**config.mk**
```make
export PLATFORM = sky130hd
export DESIGN_NAME = rv32i_execute_unit_core
export DESIGN_NICKNAME = d
export VERILOG_FILES = /design/src/rtl/rv32ex_pkg.sv /design/src/rtl/rv32i_execute_unit_core.sv /design/src/rtl/rv32ex_alu.sv
export SDC_FILE = /design/constraint.sdc
export NUM_CORES = 1
export LEC_CHECK = 0
export CAP_MARGIN = 25
export CORE_MARGIN = 4
export CORE_UTILIZATION = 45
export DETAILED_ROUTE_END_ITERATION = 7
export DONT_BUFFER_PORTS = 1
export PLACE_DENSITY = 0.7
export SYNTH_ARGS = -nofsm -noshare
export SYNTH_HDL_FRONTEND = slang
export SYNTH_SLANG_ARGS = --single-unit
```
**constraint.sdc**
```tcl
create_clock -name clk_i -period 14.9 [get_ports clk_i]
set_input_delay 2.235 -clock clk_i [delete_from_list [all_inputs] [get_ports clk_i]]
set_output_delay 2.235 -clock clk_i [all_outputs]
set_load 0.03 [all_outputs]
```
**src/rtl/rv32ex_pkg.sv**
```systemverilog
// Shared types and constants for the RV32I execute stage.
// Instruction kind codes, memory access codes and the execute result record.
package rv32ex_pkg;

  localparam int unsigned XLEN = 32;
  localparam int unsigned REG_W = 5;
  localparam int unsigned KIND_W = 6;

  typedef enum logic [KIND_W-1:0] {
    K_LUI, K_AUIPC, K_JAL, K_JALR,
    K_BEQ, K_BNE, K_BLT, K_BGE, K_BLTU, K_BGEU,
    K_LB, K_LH, K_LW, K_LBU, K_LHU,
    K_SB, K_SH, K_SW,
    K_ADDI, K_SLTI, K_SLTIU, K_XORI, K_ORI, K_ANDI, K_SLLI, K_SRLI, K_SRAI,
    K_ADD, K_SUB, K_SLL, K_SLT, K_SLTU, K_XOR, K_SRL, K_SRA, K_OR, K_AND,
    K_HALT
  } kind_e;

  typedef enum logic [1:0] {
    MEM_NONE,
    MEM_LD,
    MEM_ST
  } mem_kind_e;

  typedef enum logic [1:0] {
    SIZE_BYTE,
    SIZE_HALF,
    SIZE_WORD
  } mem_size_e;

  localparam logic [XLEN-1:0] PC_STEP = XLEN'(4);
  localparam logic [XLEN-1:0] JALR_MASK = 32'hFFFF_FFFE;
  localparam logic [XLEN-1:0] BYTE_MASK = 32'h0000_00FF;
  localparam logic [XLEN-1:0] HALF_MASK = 32'h0000_FFFF;

  typedef struct packed {
    logic             writes_reg;
    logic [REG_W-1:0] dest_reg;
    logic [XLEN-1:0]  result_value;
    logic             jumps;
    logic             is_branch;
    logic             br_taken;
    logic [XLEN-1:0]  next_target;
    mem_kind_e        mem_kind;
    mem_size_e        mem_size;
    logic             load_sext;
    logic [XLEN-1:0]  mem_address;
    logic             halt_seen;
  } exec_result_t;

endpackage

```
**src/rtl/rv32i_execute_unit_core.sv**
```systemverilog
// Top level of the RV32I execute stage: operand register, execute logic and
// result register with valid/ready on both sides. Depends on rv32ex_pkg, rv32ex_alu.

// One instruction enters per clock when the output side keeps up; each
// instruction is captured in the operand register, goes through a single
// combinational pass of rv32ex_alu and is captured in the result register,
// from which its result is presented; a stalled consumer can hold it in either.
// When the result register is held by a stalled consumer, the operand register
// still takes one more transaction before in_ready_o drops. No state survives
// between instructions, and there are no configuration registers.
module rv32i_execute_unit_core import rv32ex_pkg::*; (
  input  logic              clk_i,
  input  logic              rst_ni,
  input  logic              in_valid_i,
  output logic              in_ready_o,
  input  logic [KIND_W-1:0] ins_kind_i,
  input  logic [XLEN-1:0]   ins_pc_i,
  input  logic [XLEN-1:0]   immediate_i,
  input  logic [XLEN-1:0]   first_operand_i,
  input  logic [XLEN-1:0]   second_operand_i,
  input  logic [REG_W-1:0]  dest_index_i,
  output logic              out_valid_o,
  input  logic              out_ready_i,
  output logic              writes_reg_o,
  output logic [REG_W-1:0]  dest_reg_o,
  output logic [XLEN-1:0]   result_value_o,
  output logic              jumps_o,
  output logic              is_branch_o,
  output logic              br_taken_o,
  output logic [XLEN-1:0]   next_target_o,
  output logic [1:0]        mem_kind_o,
  output logic [1:0]        mem_size_o,
  output logic              load_sext_o,
  output logic [XLEN-1:0]   mem_address_o,
  output logic              halt_seen_o
);

  logic              op_valid_q;
  logic [KIND_W-1:0] kind_q;
  logic [XLEN-1:0]   pc_q;
  logic [XLEN-1:0]   imm_q;
  logic [XLEN-1:0]   op_a_q;
  logic [XLEN-1:0]   op_b_q;
  logic [REG_W-1:0]  rd_q;

  logic              res_valid_q;
  exec_result_t      res_q;
  exec_result_t      res_d;

  logic              res_load;
  logic              op_load;

  // advance the operand register whenever the result register is free
  assign res_load   = !res_valid_q || out_ready_i;
  assign in_ready_o = !op_valid_q || res_load;
  assign op_load    = in_valid_i && in_ready_o;

  always_ff @(posedge clk_i or negedge rst_ni) begin
    if (!rst_ni) begin
      op_valid_q <= 1'b0;
    end else if (in_ready_o) begin
      op_valid_q <= in_valid_i;
    end
  end

  always_ff @(posedge clk_i) begin
    if (op_load) begin
      kind_q <= ins_kind_i;
      pc_q   <= ins_pc_i;
      imm_q  <= immediate_i;
      op_a_q <= first_operand_i;
      op_b_q <= second_operand_i;
      rd_q   <= dest_index_i;
    end
  end

  rv32ex_alu u_alu (
    .kind_i (kind_q),
    .pc_i   (pc_q),
    .imm_i  (imm_q),
    .op_a_i (op_a_q),
    .op_b_i (op_b_q),
    .rd_i   (rd_q),
    .res_o  (res_d)
  );

  always_ff @(posedge clk_i or negedge rst_ni) begin
    if (!rst_ni) begin
      res_valid_q <= 1'b0;
    end else if (res_load) begin
      res_valid_q <= op_valid_q;
    end
  end

  always_ff @(posedge clk_i) begin
    if (res_load && op_valid_q) begin
      res_q <= res_d;
    end
  end

  assign out_valid_o    = res_valid_q;
  assign writes_reg_o   = res_q.writes_reg;
  assign dest_reg_o     = res_q.dest_reg;
  assign result_value_o = res_q.result_value;
  assign jumps_o        = res_q.jumps;
  assign is_branch_o    = res_q.is_branch;
  assign br_taken_o     = res_q.br_taken;
  assign next_target_o  = res_q.next_target;
  assign mem_kind_o     = res_q.mem_kind;
  assign mem_size_o     = res_q.mem_size;
  assign load_sext_o    = res_q.load_sext;
  assign mem_address_o  = res_q.mem_address;
  assign halt_seen_o    = res_q.halt_seen;

  // backpressure only when both registers are full and the consumer stalls
  a_ready_low_only_when_full: assert property (
    @(posedge clk_i) disable iff (!rst_ni)
    !in_ready_o |-> (op_valid_q && out_valid_o && !out_ready_i)
  ) else $error("input stalled while a register was free");

  a_no_write_on_branch_store: assert property (
    @(posedge clk_i) disable iff (!rst_ni)
    (out_valid_o && (is_branch_o || mem_kind_o == MEM_ST))
      |-> (!writes_reg_o && dest_reg_o == '0)
  ) else $error("branch or store claims a register write");

  a_jump_branch_exclusive: assert property (
    @(posedge clk_i) disable iff (!rst_ni)
    out_valid_o |-> !(jumps_o && is_branch_o) && (!br_taken_o || is_branch_o)
  ) else $error("inconsistent control-flow flags");

  a_result_moves_forward: assert property (
    @(posedge clk_i) disable iff (!rst_ni)
    (op_valid_q && res_load) |=> out_valid_o
  ) else $error("operand transaction lost on advance");

endmodule

```
**src/rtl/rv32ex_alu.sv**
```systemverilog
// Combinational execute logic: ALU, branch resolution, jump targets and
// memory access decode for one instruction. Depends on rv32ex_pkg.
module rv32ex_alu import rv32ex_pkg::*; (
  input  logic [KIND_W-1:0] kind_i,
  input  logic [XLEN-1:0]   pc_i,
  input  logic [XLEN-1:0]   imm_i,
  input  logic [XLEN-1:0]   op_a_i,
  input  logic [XLEN-1:0]   op_b_i,
  input  logic [REG_W-1:0]  rd_i,
  output exec_result_t      res_o
);

  logic [XLEN-1:0] addr;
  logic [XLEN-1:0] pc_plus4;
  logic [XLEN-1:0] pc_plus_imm;
  logic [XLEN-1:0] alu_b;
  logic [4:0]      shamt;
  logic [XLEN-1:0] alu_out;
  logic            lt_s;
  logic            lt_u;
  logic            cond;
  logic            is_reg_op;

  assign addr        = op_a_i + imm_i;
  assign pc_plus4    = pc_i + PC_STEP;
  assign pc_plus_imm = pc_i + imm_i;
  assign is_reg_op   = (kind_i inside {[K_ADD:K_AND]});
  assign alu_b       = is_reg_op ? op_b_i : imm_i;
  assign shamt       = alu_b[4:0];
  assign lt_s        = $signed(op_a_i) < $signed(alu_b);
  assign lt_u        = op_a_i < alu_b;

  always_comb begin
    case (kind_i)
      K_ADDI, K_ADD:   alu_out = op_a_i + alu_b;
      K_SUB:           alu_out = op_a_i - alu_b;
      K_SLTI, K_SLT:   alu_out = {{(XLEN-1){1'b0}}, lt_s};
      K_SLTIU, K_SLTU: alu_out = {{(XLEN-1){1'b0}}, lt_u};
      K_XORI, K_XOR:   alu_out = op_a_i ^ alu_b;
      K_ORI, K_OR:     alu_out = op_a_i | alu_b;
      K_ANDI, K_AND:   alu_out = op_a_i & alu_b;
      K_SLLI, K_SLL:   alu_out = op_a_i << shamt;
      K_SRLI, K_SRL:   alu_out = op_a_i >> shamt;
      default:         alu_out = XLEN'($signed(op_a_i) >>> shamt);
    endcase
  end

  // branch compares use rs2 directly
  always_comb begin
    case (kind_i)
      K_BEQ:   cond = (op_a_i == op_b_i);
      K_BNE:   cond = (op_a_i != op_b_i);
      K_BLT:   cond = $signed(op_a_i) < $signed(op_b_i);
      K_BGE:   cond = !($signed(op_a_i) < $signed(op_b_i));
      K_BLTU:  cond = op_a_i < op_b_i;
      default: cond = op_a_i >= op_b_i;
    endcase
  end

  always_comb begin
    res_o              = '0;
    res_o.dest_reg     = rd_i;
    res_o.mem_kind     = MEM_NONE;
    res_o.mem_size     = SIZE_BYTE;
    res_o.mem_address  = addr;
    if (kind_i == K_LUI) begin
      res_o.writes_reg   = 1'b1;
      res_o.result_value = imm_i;
    end else if (kind_i == K_AUIPC) begin
      res_o.writes_reg   = 1'b1;
      res_o.result_value = pc_plus_imm;
    end else if (kind_i == K_JAL) begin
      res_o.writes_reg   = 1'b1;
      res_o.jumps        = 1'b1;
      res_o.result_value = pc_plus4;
      res_o.next_target  = pc_plus_imm;
    end else if (kind_i == K_JALR) begin
      res_o.writes_reg   = 1'b1;
      res_o.jumps        = 1'b1;
      res_o.result_value = pc_plus4;
      res_o.next_target  = addr & JALR_MASK;
    end else if (kind_i inside {[K_BEQ:K_BGEU]}) begin
      res_o.is_branch    = 1'b1;
      res_o.dest_reg     = '0;
      res_o.br_taken     = cond;
      res_o.next_target  = cond ? pc_plus_imm : pc_plus4;
    end else if (kind_i inside {[K_LB:K_LHU]}) begin
      res_o.writes_reg = 1'b1;
      res_o.mem_kind   = MEM_LD;
      if (kind_i == K_LB || kind_i == K_LBU) begin
        res_o.mem_size = SIZE_BYTE;
      end else if (kind_i == K_LW) begin
        res_o.mem_size = SIZE_WORD;
      end else begin
        res_o.mem_size = SIZE_HALF;
      end
      res_o.load_sext = (kind_i == K_LB || kind_i == K_LH);
    end else if (kind_i inside {[K_SB:K_SW]}) begin
      res_o.mem_kind = MEM_ST;
      res_o.dest_reg = '0;
      // mask store data to the access size
      if (kind_i == K_SB) begin
        res_o.mem_size     = SIZE_BYTE;
        res_o.result_value = op_b_i & BYTE_MASK;
      end else if (kind_i == K_SH) begin
        res_o.mem_size     = SIZE_HALF;
        res_o.result_value = op_b_i & HALF_MASK;
      end else begin
        res_o.mem_size     = SIZE_WORD;
        res_o.result_value = op_b_i;
      end
    end else if (kind_i inside {[K_ADDI:K_AND]}) begin
      res_o.writes_reg   = 1'b1;
      res_o.result_value = alu_out;
    end else if (kind_i == K_HALT) begin
      res_o.halt_seen = 1'b1;
    end
  end

endmodule
```
Yosys cells after proc, flatten, opt, wreduce, memory -nomap -nowiden
Index checks and enable logic that the tools add are counted.
{"block": "op_classes", "add_sub_neg": 5, "shifts": 3, "eq_ne": 34, "n_reduce_logical": 30, "magnitude_cmp": 14, "muxes": 35, "n_bitwise": 5}
{"operator": "two-way mux 32 bit", "n": 12}
{"operator": "case mux 32 bit (9 select lines)", "n": 1}
{"operator": "< comparator 32 bit", "n": 4}
{"operator": "adder 32 bit", "n": 3}
{"operator": "equality test 6 x 5 -> 1 bit, second input constant", "n": 14}
{"operator": "two-way mux 37 bit", "n": 1}
{"operator": "equality test 6 x 4 -> 1 bit, second input constant", "n": 6}
{"operator": "two-way mux 34 bit", "n": 1}
{"operator": "two-way mux 33 bit", "n": 1}
{"operator": "adder 32 x 3 -> 32 bit, second input constant", "n": 1}
{"operator": "AND 32 bit", "n": 1}
{"operator": "equality test 32 bit", "n": 1}
{"operator": "greater-or-equal comparator 32 bit", "n": 1}
{"operator": "inequality test 32 bit", "n": 1}
{"operator": "bitwise OR 32 bit", "n": 1}
{"operator": "<< shifter 32 x 5 -> 32 bit", "n": 1}
{"operator": ">> shifter 32 x 5 -> 32 bit", "n": 1}
{"operator": ">>> shifter 32 x 5 -> 32 bit", "n": 1}
{"operator": "subtractor 32 bit", "n": 1}
{"operator": "XOR 32 bit", "n": 1}
{"operator": "equality test 6 bit, second input constant", "n": 5}
{"operator": "two-way mux 5 bit", "n": 6}
{"operator": "equality test 6 x 3 -> 1 bit, second input constant", "n": 4}
{"operator": "OR reduction 2 bit", "n": 9}
{"operator": "other kinds (22)", "n": 48}
{"block": "word_totals", "reg_bits": 252, "elab_cells": 147, "out_inout_bits": 113, "in_bits": 143}

Logic depth before layout (Yosys ltp)
{"block": "depth", "word_depth": 13, "mapped_depth": 23, "mapped_depth_nobuf": 17}

By module
Synthesis repeated with hierarchy kept, for this count alone.
{"block": "hier_totals", "hier_cells": 2747, "area_unflattened_um2": 24323.3}
{"mod": "rv32ex_alu", "seq_area_each_um2": 0.0, "area_per_inst_um2": 16712.3, "cells_per_inst": 2489, "instances": 1}
{"mod": "rv32i_execute_unit_core", "seq_area_each_um2": 7557.2, "area_per_inst_um2": 7611.0, "cells_per_inst": 258, "instances": 1}

Least setup slack after synthesis
OpenSTA, ideal clock, no wires.
{"block": "synth_timing", "path_kind": "input to register", "startpoint": "in out_ready_i", "endpoint": "reg imm_q[0] (enable)", "required_ns": 14.386, "setup_time_ns": 0.514, "stages": 2, "arrival_ns": 5.801, "path_slack_ns": 8.585, "cell_sequence": "nand3b_1 > and2_1"}
{"block": "synth_between", "elab_chain_cells": 3}
{"item": "start: declaration", "line_no": "rv32i_execute_unit_core.sv:23", "source": "input logic out_ready_i,"}
{"item": "logical OR 1 bit", "line_no": "rv32i_execute_unit_core.sv:54", "source": "assign res_load = !res_valid_q || out_ready_i;"}
{"item": "logical OR 1 bit", "line_no": "rv32i_execute_unit_core.sv:55", "source": "assign in_ready_o = !op_valid_q || res_load;"}
{"item": "logical AND 1 bit", "line_no": "rv32i_execute_unit_core.sv:56", "source": "assign op_load = in_valid_i && in_ready_o;"}
{"item": "net op_load", "line_no": "rv32i_execute_unit_core.sv:51", "source": "logic op_load;"}
{"item": "end signal: assignment", "line_no": "rv32i_execute_unit_core.sv:70", "source": "imm_q <= immediate_i;"}
{"item": "end: declaration", "line_no": "rv32i_execute_unit_core.sv:41", "source": "logic [XLEN-1:0] imm_q;"}
The timed path passes the listed nets, and every way through them passes these cells.
A chain may end at the register's enable or synchronous reset.

==> out/metrics.csv <==
stage;metric;value;unit
drt;viasPerCell;7.04;
worst_setup_path;crit_chain;or3b_1, o22ai_4, mux2i_4, buf_4, ha_1, inv_1, ha_1, a211oi_1, o2111ai_1, a31oi_1, a31oi_1, o21ai_2, o22a_1, a21oi_1, o311ai_0, o211ai_1;
global_route;grt_overflow;0;
layout;nets;3046;
drt;drc;0;
layout;final_cell_mix;nor2_1 (259), edfxtp_1 (250), a21oi_1 (249);
sta;period_needed;6780;ps
sta;fin_skew;21.1;ps
run_status;status;finished clean;
worst_setup_path;cpPeakStageDelay;720;ps
die;die_x;240;um
global_route;antenna_found_initial;2;
worst_setup_path;reg2reg_setup_slack;8120;ps
place;preCtsSetupSlack;8340;ps
place;dpl.hpwl;82200;um
die;die_h;240;um
logic_synthesis;synth_seq_cells;252;
power;power_density;105;nW/um2
run;max_cap_violations;0;
worst_setup_path;path_max_fanout;53;
clocking;cts_tree;done;
power;p_leak;0.0102;uW
drt;drt-pass1-iter-count;6;
sta;finalSetupTns;0;ps
logic_synthesis;yosys_warnings;0;
sta;slew_headroom;23.4;%
layout;postLayoutCoreUtil;49.2;%
die;core_area;52900;um2
clocking;ctsHoldBuffers;0;
global_route;grt_start_max_net_pins;75;
layout;drive_gt1_share;7.96;%
clocking;clockRootBuffer;clkbuf_16;
die;rows;84;
layout;area_growth;7.71;%
drt;drt-initial-drc-count;3382;
global_route;grt_pass1_wl;154000;um
drt;drtAntennaViolNets;0;
logic_synthesis;synth_area;24100;um2
sta;fmax;147;MHz
logic_synthesis;synth-async-reset-ratio;0.794;%
worst_setup_path;cp.arrival;7080;ps
sta;hold_violations;0;
global_route;grt_pass1_vias;22200;
logic_synthesis;synthFlopType;edfxtp_1;
drt;vias;24100;
logic_synthesis;synth_edf_count;250;
worst_setup_path;criticalPathCategory;flip-flop to flip-flop;
clocking;clock-sinks;252;
sta;rsz0062_at_grt;false;
worst_setup_path;slowest_stage;mux2i_4;
clocking;post_cts_buffers;0;
layout;register_area;7560;um2
die;die-area;57400;um2
hold_path;worstHoldPathType;flip-flop to flip-flop;
logic_synthesis;synth_seq_area_share;31.3;%
layout;fillers;5016;
clocking;cts.clk_slew.worst_paths;70;ps
drt;wl_per_cell;31.5;um
place;gp_congestion;1.06;
clocking;clock_latency;600;ps
sta;setup_viol;0;
worst_setup_path;crit_family;compound AO/OA/AOI/OAI gates;
sta;fin_crit_sh;45.5;%
layout;mostFrequentLayoutCell;nor2_1;
worst_setup_path;worst_ep_required_time;15200;ps
sta;timing.final.ws_setup;8120;ps
logic_synthesis;netlist_instances;2780;
power;peakVddDrop;0.0905;mV
clocking;cts_buffer_depth;3;
sta;tightest_slew;1120;ps
clocking;cts_resized;0;
clocking;cts_made_buffers;31;
worst_setup_path;end_kind;flip-flop;
sta;slew_viol_final;0;
logic_synthesis;synthDistinctLibCells;89;
die;io-pin-count;256;
logic_synthesis;mappedNetlistNets;3111;
drt;routed_wirelength;108000;um
worst_setup_path;path_buf_inv;2;
worst_setup_path;cp-start-kind;flip-flop;
die;start_util;45.6;%
clocking;h-tree-depth;1;
global_route;grt_usage;35.9;%
layout;multi_input_comb_area;15400;um2
logic_synthesis;syn_area_per_cell;8.68;um2
place;io_buffers;0;
-- Yosys cell counts (29+ instances only) --
cell | instances | area share, %
mux2i_1 | 121 | 5.0
a221oi_1 | 41 | 1.5
a21o_1 | 76 | 2.4
nor2_1 | 262 | 4.1
nor3_1 | 55 | 1.1
a31oi_1 | 37 | 0.96
clkbuf_1 | 128 | 2.0
mux4_2 | 29 | 2.7
ha_1 | 185 | 9.6
edfxtp_1 | 250 | 31
nand3_1 | 58 | 1.2
a21oi_1 | 250 | 5.2
o211ai_1 | 52 | 1.6
o21ai_0 | 195 | 4.0
xor2_1 | 30 | 1.1
inv_1 | 150 | 2.3
o221ai_1 | 31 | 1.1
xnor2_1 | 72 | 2.6
nand2_1 | 224 | 3.5
a211oi_1 | 38 | 1.2
-- state kept, by name, summed over array words and instances, names as in the netlist, 2 cells and up --
register	flops
kind_q	6
op_b_q	32
result_value_o	32
mem_address_o	32
dest_reg_o	5
pc_q	32
imm_q	32
op_a_q	32
rd_q	5
next_target_o	32
mem_kind_o	2
mem_size_o	2
-- path summary, 6_finish.rpt --
path,startpoint,end,cells past startpoint
max,kind_q[3],result_value_o[14],16
min,op_valid_q,out_valid_o,1
max reg2reg,kind_q[3],result_value_o[14],16
min reg2reg,op_valid_q,out_valid_o,1
max in group asynchronous,rst_ni,out_valid_o,0
min in group asynchronous,rst_ni,op_valid_q,0
-- routing by layer --
layer / global-route usage (%) / wire, um
met4: 16.7 / 6620
met2: 57.3 / 48300
met5: 0 / 33
met1: 47.6 / 42100
met3: 6.44 / 10800
-- area by class of cell --
cell class	count	area share, %
multi-input cells	2197	59.3
flip-flops and latches	252	29.1
well taps	688	3.31
clock buffers	32	3.00
repair buffers	76	2.27
inverters	157	2.27
clock inverters	24	0.818
diodes	1	0.00963
-- kinds of logic after synthesis --
group	after synthesis	synth area share, %
mux	162	8.30
fa+ha+maj	188	9.84
simple gates	766	14.4
xor+xnor	102	3.70
buf+inv	331	5.38
compound gates	979	27.1
flops	252	31.3
-- power breakdown --
group,switching (uW),internal [uW],total (uW),leakage (uW)
Sequential,124,863,987,0.00245
Clock,331,419,750,0.000490
Combinational,677,325,1000,0.00728
-- stage by stage --
stage	std cells	total power (uW)	hold slack [ps]	instance area, um2
2_1_floorplan	2780	1630	449	24100
3_3_place_gp	3367	1950	470	25000
3_5_place_dp	3368	1960	489	25000
4_1_cts	3424	2710	504	26000
5_1_grt	3426	2840	526	26000
6_report	3427	2740	500	26000
(Power assumes the default switching activity.)
